### src/rtl/core/hcfs_pkg.sv
`default_nettype none

package hcfs_pkg;

    localparam int RATE_BITS     = 16;
    localparam int STEP_BITS     = 15;
    localparam int MARGIN_BITS   = 16;
    localparam int OUT_BITS      = 23;
    localparam int MOVE_BITS     = 24;
    localparam int CFG_IDX_BITS  = 2;
    localparam int CFG_DATA_BITS = 16;
    localparam int SINCE_BITS    = 4;

    localparam logic [OUT_BITS-1:0]    OUT_MAX            = {OUT_BITS{1'b1}};
    localparam logic [STEP_BITS-1:0]   MIN_STEP_RESET     = 15'd0;
    localparam logic [STEP_BITS-1:0]   INITIAL_STEP_RESET = 15'd1024;
    localparam logic [MARGIN_BITS-1:0] NOISE_MARGIN_RESET = 16'd33;
    localparam logic [SINCE_BITS-1:0]  SINCE_MAX          = {SINCE_BITS{1'b1}};
    localparam logic [SINCE_BITS-1:0]  SINCE_LONG         = 4'd3;

    localparam logic FUNC_STEP  = 1'b0;
    localparam logic FUNC_RESET = 1'b1;

    typedef enum logic [CFG_IDX_BITS-1:0] {
        CFG_MIN_STEP     = 2'd0,
        CFG_INITIAL_STEP = 2'd1,
        CFG_NOISE_MARGIN = 2'd2
    } cfg_index_t;

    typedef struct packed {
        logic                 func;
        logic [RATE_BITS-1:0] sharpness;
        logic                 last_move_ok;
    } in_item_t;

    typedef struct packed {
        logic [OUT_BITS-1:0]         step_out;
        logic signed [MOVE_BITS-1:0] lens_move;
        logic                        below_min;
    } out_item_t;

    typedef struct packed {
        logic [STEP_BITS-1:0]   min_step;
        logic [STEP_BITS-1:0]   initial_step;
        logic [MARGIN_BITS-1:0] noise_margin;
    } cfg_t;

endpackage

`default_nettype wire

### src/rtl/core/hcfs_cfg_regs.sv
`default_nettype none

module hcfs_cfg_regs (
    input  wire logic                                 clk,
    input  wire logic                                 rst_n,
    input  wire logic                                 cfg_we,
    input  wire logic [hcfs_pkg::CFG_IDX_BITS-1:0]    cfg_index,
    input  wire logic [hcfs_pkg::CFG_DATA_BITS-1:0]   cfg_data,
    output hcfs_pkg::cfg_t                            cfg
);

    hcfs_pkg::cfg_t cfg_reg;
    hcfs_pkg::cfg_t cfg_next;

    always_comb
    begin
        cfg_next = cfg_reg;
        if (cfg_we)
        begin
            case (hcfs_pkg::cfg_index_t'(cfg_index))
                hcfs_pkg::CFG_MIN_STEP:
                    cfg_next.min_step = cfg_data[hcfs_pkg::STEP_BITS-1:0];
                hcfs_pkg::CFG_INITIAL_STEP:
                    cfg_next.initial_step = cfg_data[hcfs_pkg::STEP_BITS-1:0];
                hcfs_pkg::CFG_NOISE_MARGIN:
                    cfg_next.noise_margin = cfg_data[hcfs_pkg::MARGIN_BITS-1:0];
                default:
                    cfg_next = cfg_reg;
            endcase
        end
    end

    always_ff @(posedge clk or negedge rst_n)
    begin
        if (!rst_n)
        begin
            cfg_reg.min_step     <= hcfs_pkg::MIN_STEP_RESET;
            cfg_reg.initial_step <= hcfs_pkg::INITIAL_STEP_RESET;
            cfg_reg.noise_margin <= hcfs_pkg::NOISE_MARGIN_RESET;
        end
        else
        begin
            cfg_reg <= cfg_next;
        end
    end

    assign cfg = cfg_reg;

endmodule

`default_nettype wire

### src/rtl/core/hcfs_step_rule.sv
`default_nettype none

module hcfs_step_rule #(
    parameter int OFFSET_BITS = 24
) (
    input  wire logic               clk,
    input  wire logic               rst_n,
    input  wire hcfs_pkg::cfg_t     cfg,
    input  wire hcfs_pkg::in_item_t item,
    input  wire logic               fire,
    output hcfs_pkg::out_item_t     result
);

    localparam int SB = hcfs_pkg::STEP_BITS;
    localparam int RB = hcfs_pkg::RATE_BITS;
    localparam int OB = OFFSET_BITS;
    localparam int DW = (OB - 1 > hcfs_pkg::OUT_BITS) ? OB - 1 : hcfs_pkg::OUT_BITS;
    localparam logic signed [OB:0] OFF_LIM = {2'b00, {(OB-1){1'b1}}};
    localparam logic signed [OB:0] OFF_NEG = -OFF_LIM;

    logic [SB-1:0]                   step_reg, step_next;
    logic                            far_reg, far_next;
    logic [hcfs_pkg::SINCE_BITS-1:0] since_reg, since_next;
    logic signed [OB-1:0]            off_reg, off_next;
    logic [RB-1:0]                   prev_reg, prev_next;
    logic [RB-1:0]                   best_reg, best_next;

    logic [hcfs_pkg::SINCE_BITS-1:0] since_u;
    logic signed [OB-1:0]            off_u;
    logic [RB-1:0]                   best_u;
    logic [RB:0]                     rate_pe;
    logic                            improve, low, fall, near_best, fine, ret;
    logic [SB+1:0]                   step3;
    logic [SB-1:0]                   step_q;
    logic signed [OB:0]              off_sum;
    logic signed [OB-1:0]            off_sat;
    logic [OB-2:0]                   back_mag;
    logic [DW-1:0]                   reach;
    logic [hcfs_pkg::OUT_BITS-1:0]   s_val, mag;
    logic [hcfs_pkg::MOVE_BITS-1:0]  mag_ext;
    logic                            dir;

    always_comb
    begin
        since_u = (since_reg == hcfs_pkg::SINCE_MAX) ? since_reg : since_reg + 1'b1;
        improve = {1'b0, item.sharpness} >= ({1'b0, best_reg} + {1'b0, cfg.noise_margin});
        off_u   = improve ? '0 : off_reg;
        best_u  = improve ? item.sharpness : best_reg;
        since_u = improve ? '0 : since_u;

        rate_pe   = {1'b0, item.sharpness} + {1'b0, cfg.noise_margin};
        low       = item.sharpness < cfg.noise_margin;
        fall      = rate_pe < {1'b0, prev_reg};
        near_best = rate_pe < {1'b0, best_u};
        fine      = ({1'b0, step_reg, 1'b0} < ({2'b00, cfg.min_step} + {1'b0, cfg.min_step, 1'b0}))
                    && (off_u > $signed({{(OB-SB){1'b0}}, step_reg}));
        ret       = item.last_move_ok && !low && !fall && near_best
                    && ((since_u > hcfs_pkg::SINCE_LONG) || fine);

        step3  = {2'b00, step_reg} + {1'b0, step_reg, 1'b0};
        step_q = step3[SB+1:2];

        far_next   = far_reg;
        step_next  = step_reg;
        since_next = since_u;
        if (!item.last_move_ok)
        begin
            far_next   = !far_reg;
            step_next  = step_reg >> 1;
            since_next = '0;
        end
        else if (low)
        begin
            step_next = cfg.initial_step;
        end
        else if (fall)
        begin
            far_next   = !far_reg;
            step_next  = step_q;
            since_next = '0;
        end
        else if (ret)
        begin
            far_next   = !off_u[OB-1];
            step_next  = step_q;
            since_next = '0;
        end

        off_sum = far_next ? ({off_u[OB-1], off_u} - $signed({{(OB+1-SB){1'b0}}, step_next}))
                           : ({off_u[OB-1], off_u} + $signed({{(OB+1-SB){1'b0}}, step_next}));
        if (off_sum > OFF_LIM)
            off_sat = OFF_LIM[OB-1:0];
        else if (off_sum < OFF_NEG)
            off_sat = OFF_NEG[OB-1:0];
        else
            off_sat = off_sum[OB-1:0];

        off_next  = ret ? '0 : off_sat;
        prev_next = item.sharpness;
        best_next = best_u;

        back_mag = off_u[OB-1] ? (~off_u[OB-2:0] + 1'b1) : off_u[OB-2:0];
        reach    = ret ? DW'(back_mag) : DW'(step_next);
        s_val    = (reach > DW'(hcfs_pkg::OUT_MAX)) ? hcfs_pkg::OUT_MAX
                                                    : reach[hcfs_pkg::OUT_BITS-1:0];
        mag      = (s_val > hcfs_pkg::OUT_BITS'(cfg.min_step)) ? s_val
                                                               : hcfs_pkg::OUT_BITS'(cfg.min_step);
        mag_ext  = {1'b0, mag};
        dir      = far_next;

        result.step_out  = s_val;
        result.lens_move = dir ? $signed(mag_ext) : $signed(-mag_ext);
        result.below_min = s_val < hcfs_pkg::OUT_BITS'(cfg.min_step);

        if (item.func == hcfs_pkg::FUNC_RESET)
        begin
            far_next   = 1'b1;
            step_next  = cfg.initial_step;
            since_next = '0;
            off_next   = '0;
            prev_next  = '0;
            best_next  = '0;
            result     = '0;
        end
    end

    always_ff @(posedge clk or negedge rst_n)
    begin
        if (!rst_n)
        begin
            step_reg  <= hcfs_pkg::INITIAL_STEP_RESET;
            far_reg   <= 1'b1;
            since_reg <= '0;
            off_reg   <= '0;
            prev_reg  <= '0;
            best_reg  <= '0;
        end
        else if (fire)
        begin
            step_reg  <= step_next;
            far_reg   <= far_next;
            since_reg <= since_next;
            off_reg   <= off_next;
            prev_reg  <= prev_next;
            best_reg  <= best_next;
        end
    end

endmodule

`default_nettype wire

### src/rtl/core/hill_climb_focus_stepper.sv
`default_nettype none

// Contrast autofocus step controller: every input transfer (one frame's sharpness and the
// outcome of the previous lens move) yields exactly one result transfer with the step size,
// the signed lens move and a below-minimum flag. Items pass through an input register and a
// result register with the step rule between them, so one item is taken every clock cycle
// while the output is not stalled, and its result is offered from the result register. The search
// state advances only as an item moves into the result register, so consecutive items see each
// other's updates in order. Configuration writes must only be made while the block is empty.
module hill_climb_focus_stepper #(
    parameter int OFFSET_BITS = 24
) (
    input  wire logic                               clk,
    input  wire logic                               rst_n,
    input  wire logic                               cfg_we,
    input  wire logic [hcfs_pkg::CFG_IDX_BITS-1:0]  cfg_index,
    input  wire logic [hcfs_pkg::CFG_DATA_BITS-1:0] cfg_data,
    input  wire logic                               in_valid,
    output logic                                    in_stall,
    input  wire hcfs_pkg::in_item_t                 in_data,
    output logic                                    out_valid,
    input  wire logic                               out_stall,
    output hcfs_pkg::out_item_t                     out_data
);

    hcfs_pkg::cfg_t      cfg;
    hcfs_pkg::in_item_t  in_data_reg;
    hcfs_pkg::out_item_t out_data_reg;
    hcfs_pkg::out_item_t result;
    logic                in_valid_reg, in_valid_next;
    logic                out_valid_reg, out_valid_next;
    logic                advance, fire, take;

    hcfs_cfg_regs u_cfg_regs (
        .clk       (clk),
        .rst_n     (rst_n),
        .cfg_we    (cfg_we),
        .cfg_index (cfg_index),
        .cfg_data  (cfg_data),
        .cfg       (cfg)
    );

    hcfs_step_rule #(
        .OFFSET_BITS (OFFSET_BITS)
    ) u_step_rule (
        .clk    (clk),
        .rst_n  (rst_n),
        .cfg    (cfg),
        .item   (in_data_reg),
        .fire   (fire),
        .result (result)
    );

    always_comb
    begin
        advance        = !out_valid_reg || !out_stall;
        fire           = in_valid_reg && advance;
        in_stall       = in_valid_reg && !advance;
        take           = in_valid && !in_stall;
        in_valid_next  = take ? 1'b1 : (fire ? 1'b0 : in_valid_reg);
        out_valid_next = advance ? in_valid_reg : out_valid_reg;
    end

    always_ff @(posedge clk or negedge rst_n)
    begin
        if (!rst_n)
        begin
            in_valid_reg  <= 1'b0;
            out_valid_reg <= 1'b0;
        end
        else
        begin
            in_valid_reg  <= in_valid_next;
            out_valid_reg <= out_valid_next;
        end
    end

    always_ff @(posedge clk)
    begin
        if (take)
        begin
            in_data_reg <= in_data;
        end
        if (fire)
        begin
            out_data_reg <= result;
        end
    end

    assign out_valid = out_valid_reg;
    assign out_data  = out_data_reg;

endmodule

`default_nettype wire

### config.mk
export PLATFORM = sky130hd
export DESIGN_NAME = hill_climb_focus_stepper
export DESIGN_NICKNAME = d
export VERILOG_FILES = /design/src/rtl/core/hcfs_pkg.sv /design/src/rtl/core/hcfs_cfg_regs.sv /design/src/rtl/core/hcfs_step_rule.sv /design/src/rtl/core/hill_climb_focus_stepper.sv
export SDC_FILE = /design/constraint.sdc
export NUM_CORES = 1
export LEC_CHECK = 0
export BUFFER_PORTS_ARGS = -buffer_cell sky130_fd_sc_hd__clkbuf_2
export CAP_MARGIN = 15
export CORE_ASPECT_RATIO = 2
export CORE_MARGIN = 4
export CORE_UTILIZATION = 50
export CTS_BUF_LIST = sky130_fd_sc_hd__clkbuf_2 sky130_fd_sc_hd__clkbuf_4 sky130_fd_sc_hd__clkbuf_8
export DETAILED_ROUTE_END_ITERATION = 12
export GPL_TIMING_DRIVEN = 0
export PLACE_DENSITY = 0.66
export SLEW_MARGIN = 20
export SYNTH_ARGS = -nofsm -noshare
export SYNTH_HDL_FRONTEND = slang
export SYNTH_SLANG_ARGS = --single-unit
export TNS_END_PERCENT = 1
### constraint.sdc
create_clock -name clk -period 24.8 [get_ports clk]
set_input_delay 1.24 -clock clk [delete_from_list [all_inputs] [get_ports clk]]
set_output_delay 1.24 -clock clk [all_outputs]
set_load 0.005 [all_outputs]
==> Implementation_results.wiki <==
{| class="wikitable"
! Metric !! Value
|-
| Count of warnings emitted by yosys || 0
|-
| Clock tree from TritonCTS || done
|-
| Cell row count || 94
|-
| Largest delay contributor family on the critical path || compound AO/OA/AOI/OAI gates
|-
| Largest register FFs || 48
|-
| Min Tclk post-route || roughly 17 ns
|-
| Unrepaired setup endpoints after global routing || no
|-
| Wire per inst || ~26 microns
|-
| Fraction of layout instances using a drive strength above 1 || 10.9%
|-
| Final Hold Fails || 0
|-
| Post-placement cell area || around 0.018 sq mm
|-
| Final wirelength || approximately 63 mm
|-
| Critical Setup Path Class || reg2reg
|-
| Final Net Count || 2218
|-
| Total power draw || approximately 0.0023 W
|-
| Net count after synthesis || 2107
|-
| Post-CTS Setup Repair Bufs || 0
|-
| Post-synth cell types || 89
|-
| Most common cell after layout, fill and taps aside || sky130_fd_sc_hd__ha_1
|-
| Worst path most repeated cell || sky130_fd_sc_hd__a21oi_1
|-
| Required @ worst endpoint || between 20 and 30 ns
|-
| GR Util All Layers || around a third
|-
| Hold buffer count at cts || 0
|-
| Post-synthesis sequential element count || 190
|-
| Effective utilization at floorplan || 50.6%
|-
| Mean area per synthesized cell || approximately 8.9 sq um
|-
| Cell type with the highest aggregate area in the netlist || sky130_fd_sc_hd__dfrtp_1
|-
| Via count || about 15000
|-
| Ratio of final minimum period to clock period || between 60% and 70%
|-
| Avg Vias per Cell || 6.34
|-
| Final Cell Area || between 0.015 and 0.02 sq mm
|-
| Die X || between 100 and 150 microns
|-
| Standard cell core area || 0.0328 sq mm
|-
| Final-report setup violation count || 0
|-
| Buf/Inv on CP || 8
|-
| Number of DRC violations after detailed-routing iteration 0 || slightly above 800
|-
| I/O Buffers || 90
|-
| Data arrival time of the worst path || around 17 ns
|-
| Clock slew at reported path FFs || about 0.12 ns
|-
| Post-cts resize count || 0
|-
| Count of antenna-violating nets left after detailed routing || 0
|-
| Most frequent cells in the layout || sky130_fd_sc_hd__ha_1 (197), sky130_fd_sc_hd__o21ai_0 (153), sky130_fd_sc_hd__nor2_1 (142)
|-
| Half-perimeter wire length of the detailed placement result || approximately 50 mm
|-
| Most common flop cell mapped by yosys || sky130_fd_sc_hd__dfrtp_1
|-
| Max-slew violation count || 0
|-
| Proportion of register bits with asynchronous set or reset after synthesis || around 65%
|-
| Pwr/cell area || around 130 mW/mm^2
|-
| Max Fclk || just under 60 MHz
|-
| Die Footprint || 0.0363 sq mm
|-
| DRC Markers || 0
|-
| IO Count || between 90 and 100
|-
| Number of buffers created by CTS || 17
|-
| Class of the tightest hold or removal check || reg2reg
|-
| Number of flops mapped to enable cells by yosys || 66
|-
| Number of max-cap violations || 0
|-
| Wire length of the first global-routing pass || between 90 and 100 mm
|-
| Pin count of the biggest net entering global routing || 70
|-
| Worst Skew || roughly 0.023 ns
|-
| Maximum resistive drop on vdd || approximately 110 uV
|-
| CP max stage delay || approximately 0.64 ns
|-
| Leakage dissipation || 7.94 nW
|-
| Vias in the first global route || roughly 16000
|-
| Clk sinks || 190
|-
| Gate count of the mapped netlist || 1864
|-
| Clk Tree Root Cell || sky130_fd_sc_hd__clkbuf_8
|-
| Crit path capture type || register
|-
| Proportion of synthesized chip area in sequential cells || slightly above 30%
|-
| GP Congestion || around 1.0
|-
| Worst Path Max Fanout || 10
|-
| TritonRoute pass-1 iters || 6
|-
| Transition time at the pin with the least slew margin || roughly 1.2 ns
|-
| Result of the run || finished clean
|-
| Synth-to-layout area growth || 9.25%
|-
| Aggregate negative setup slack || 0 ns
|-
| Sort of element at the start of the critical path || register
|-
| Top cells by area in the synthesized netlist || sky130_fd_sc_hd__dfrtp_1 (18%), sky130_fd_sc_hd__ha_1 (15%), sky130_fd_sc_hd__edfxtp_1 (12%), sky130_fd_sc_hd__o21ai_0 (4.6%), sky130_fd_sc_hd__a21oi_1 (3.6%)
|-
| Number of antenna violations at the first check in global routing || 1
|-
| Yosys top cell area share || 18.0%
|-
| Insertion delay to the later sink of the worst-skew pair || around 0.54 ns
|-
| Standard cell with the maximum stage delay on the critical path || sky130_fd_sc_hd__clkbuf_1
|-
| Relative max-transition margin || around a fifth
|-
| Bufs on Longest Clock Path || 2
|-
| Height of the die || 266 microns
|-
| Global route total overflow || 0
|-
| Mapped cell area || approximately 0.017 sq mm
|-
| Number of levels in the clock H-tree || 4
|}
[worst reg2reg max path, delay by kind of cell, from the launching register on]
kind | cells | cell delay, ns
xor+xnor | 3 | 0.50
fa+ha+maj | 4 | 1.35
flops | 1 | 0.50
compound gates | 28 | 7.58
buf+inv | 8 | 3.68
simple gates | 14 | 3.13
[Yosys cell counts, types with 6 or more instances]
library cell	n
sky130_fd_sc_hd__nand2_1	140
sky130_fd_sc_hd__clkbuf_1	58
sky130_fd_sc_hd__a32o_1	6
sky130_fd_sc_hd__inv_1	113
sky130_fd_sc_hd__a21o_1	27
sky130_fd_sc_hd__nand3b_1	22
sky130_fd_sc_hd__a211o_1	8
sky130_fd_sc_hd__o311ai_0	7
sky130_fd_sc_hd__o211ai_1	21
sky130_fd_sc_hd__edfxtp_1	66
sky130_fd_sc_hd__a221o_1	19
sky130_fd_sc_hd__nand4_1	19
sky130_fd_sc_hd__o21ai_0	153
sky130_fd_sc_hd__xnor2_1	56
sky130_fd_sc_hd__o21bai_1	27
sky130_fd_sc_hd__mux2_2	38
sky130_fd_sc_hd__a211oi_1	26
sky130_fd_sc_hd__a21oi_1	120
sky130_fd_sc_hd__a31o_2	10
sky130_fd_sc_hd__ha_1	197
sky130_fd_sc_hd__and3_1	10
sky130_fd_sc_hd__or2_2	9
sky130_fd_sc_hd__o21a_1	29
sky130_fd_sc_hd__mux2i_1	25
sky130_fd_sc_hd__nand3_1	31
sky130_fd_sc_hd__nor4_1	13
sky130_fd_sc_hd__o22ai_1	7
sky130_fd_sc_hd__nor2b_1	47
sky130_fd_sc_hd__a31oi_1	15
sky130_fd_sc_hd__dfrtp_1	119
sky130_fd_sc_hd__o31ai_1	16
sky130_fd_sc_hd__nand2b_1	21
sky130_fd_sc_hd__xor2_1	61
sky130_fd_sc_hd__nor3b_1	6
sky130_fd_sc_hd__nor2_1	142
sky130_fd_sc_hd__nor3_1	41
sky130_fd_sc_hd__or3_1	20
sky130_fd_sc_hd__or4_1	8
[cell families after synthesis]
kind of cell | synth area share (%)
mux | 4.09
simple gates | 16.7
compound gates | 22.5
flops | 30.7
xor+xnor | 6.32
buf+inv | 4.28
fa+ha+maj | 15.5
[final cells by class]
| type | count | area, sq um |
|---|---|---|
| antenna | 1 | 2.50 |
| timing repair buffer | 92 | 514 |
| multi-input combinational | 1492 | 10800 |
| fill | 3044 | 14700 |
| clock buffer | 17 | 234 |
| buffer | 69 | 292 |
| tap | 432 | 541 |
| sequential | 190 | 5090 |
| inverter | 113 | 424 |
| clock inverter | 15 | 225 |
[per-layer routing]
layer | track usage, % | wire [microns]
met5 | 0 | 0
met4 | 33.9 | 7720
met3 | 6.30 | 2970
met2 | 62.1 | 32400
met1 | 31.6 | 19500
[where the power goes]
group | switching [W] | internal [W] | total [W]
sequential | 0.0000908 | 0.000401 | 0.000492
combinational | 0.000988 | 0.000600 | 0.00159
clock | 0.000155 | 0.0000833 | 0.000238
total | 0.00123 | 0.00108 | 0.00232
[per-stage QoR]
step,util (%),hold WS [ns],std cells,setup WS (ns)
after floorplan,-,0.450,1864,12.79
after global placement,53.6,0.469,2386,8.42
after detailed placement,53.8,0.476,2388,8.24
after CTS,55.2,0.503,2420,8.18
after global routing,55.2,0.527,2421,7.09
final,55.2,0.504,2421,7.87
[final timing paths]
| path | start | end | slack (ns) | depth (start not counted) |
|---|---|---|---|---|
| min reg2reg | u_step_rule.prev_reg[0] | u_step_rule.prev_reg[0] | 0.50 | 2 |
| max in group asynchronous | rst_n | u_step_rule.far_reg | 23.29 | 2 |
| max reg2reg | u_cfg_regs.cfg[1] | u_step_rule.off_reg[15] | 7.87 | 57 |
| max | u_cfg_regs.cfg[1] | u_step_rule.off_reg[15] | 7.87 | 57 |
| min | u_step_rule.prev_reg[0] | u_step_rule.prev_reg[0] | 0.50 | 2 |
| min in group asynchronous | rst_n | out_valid | 0.68 | 1 |
Note: power is estimated with default switching activity, not from simulation.
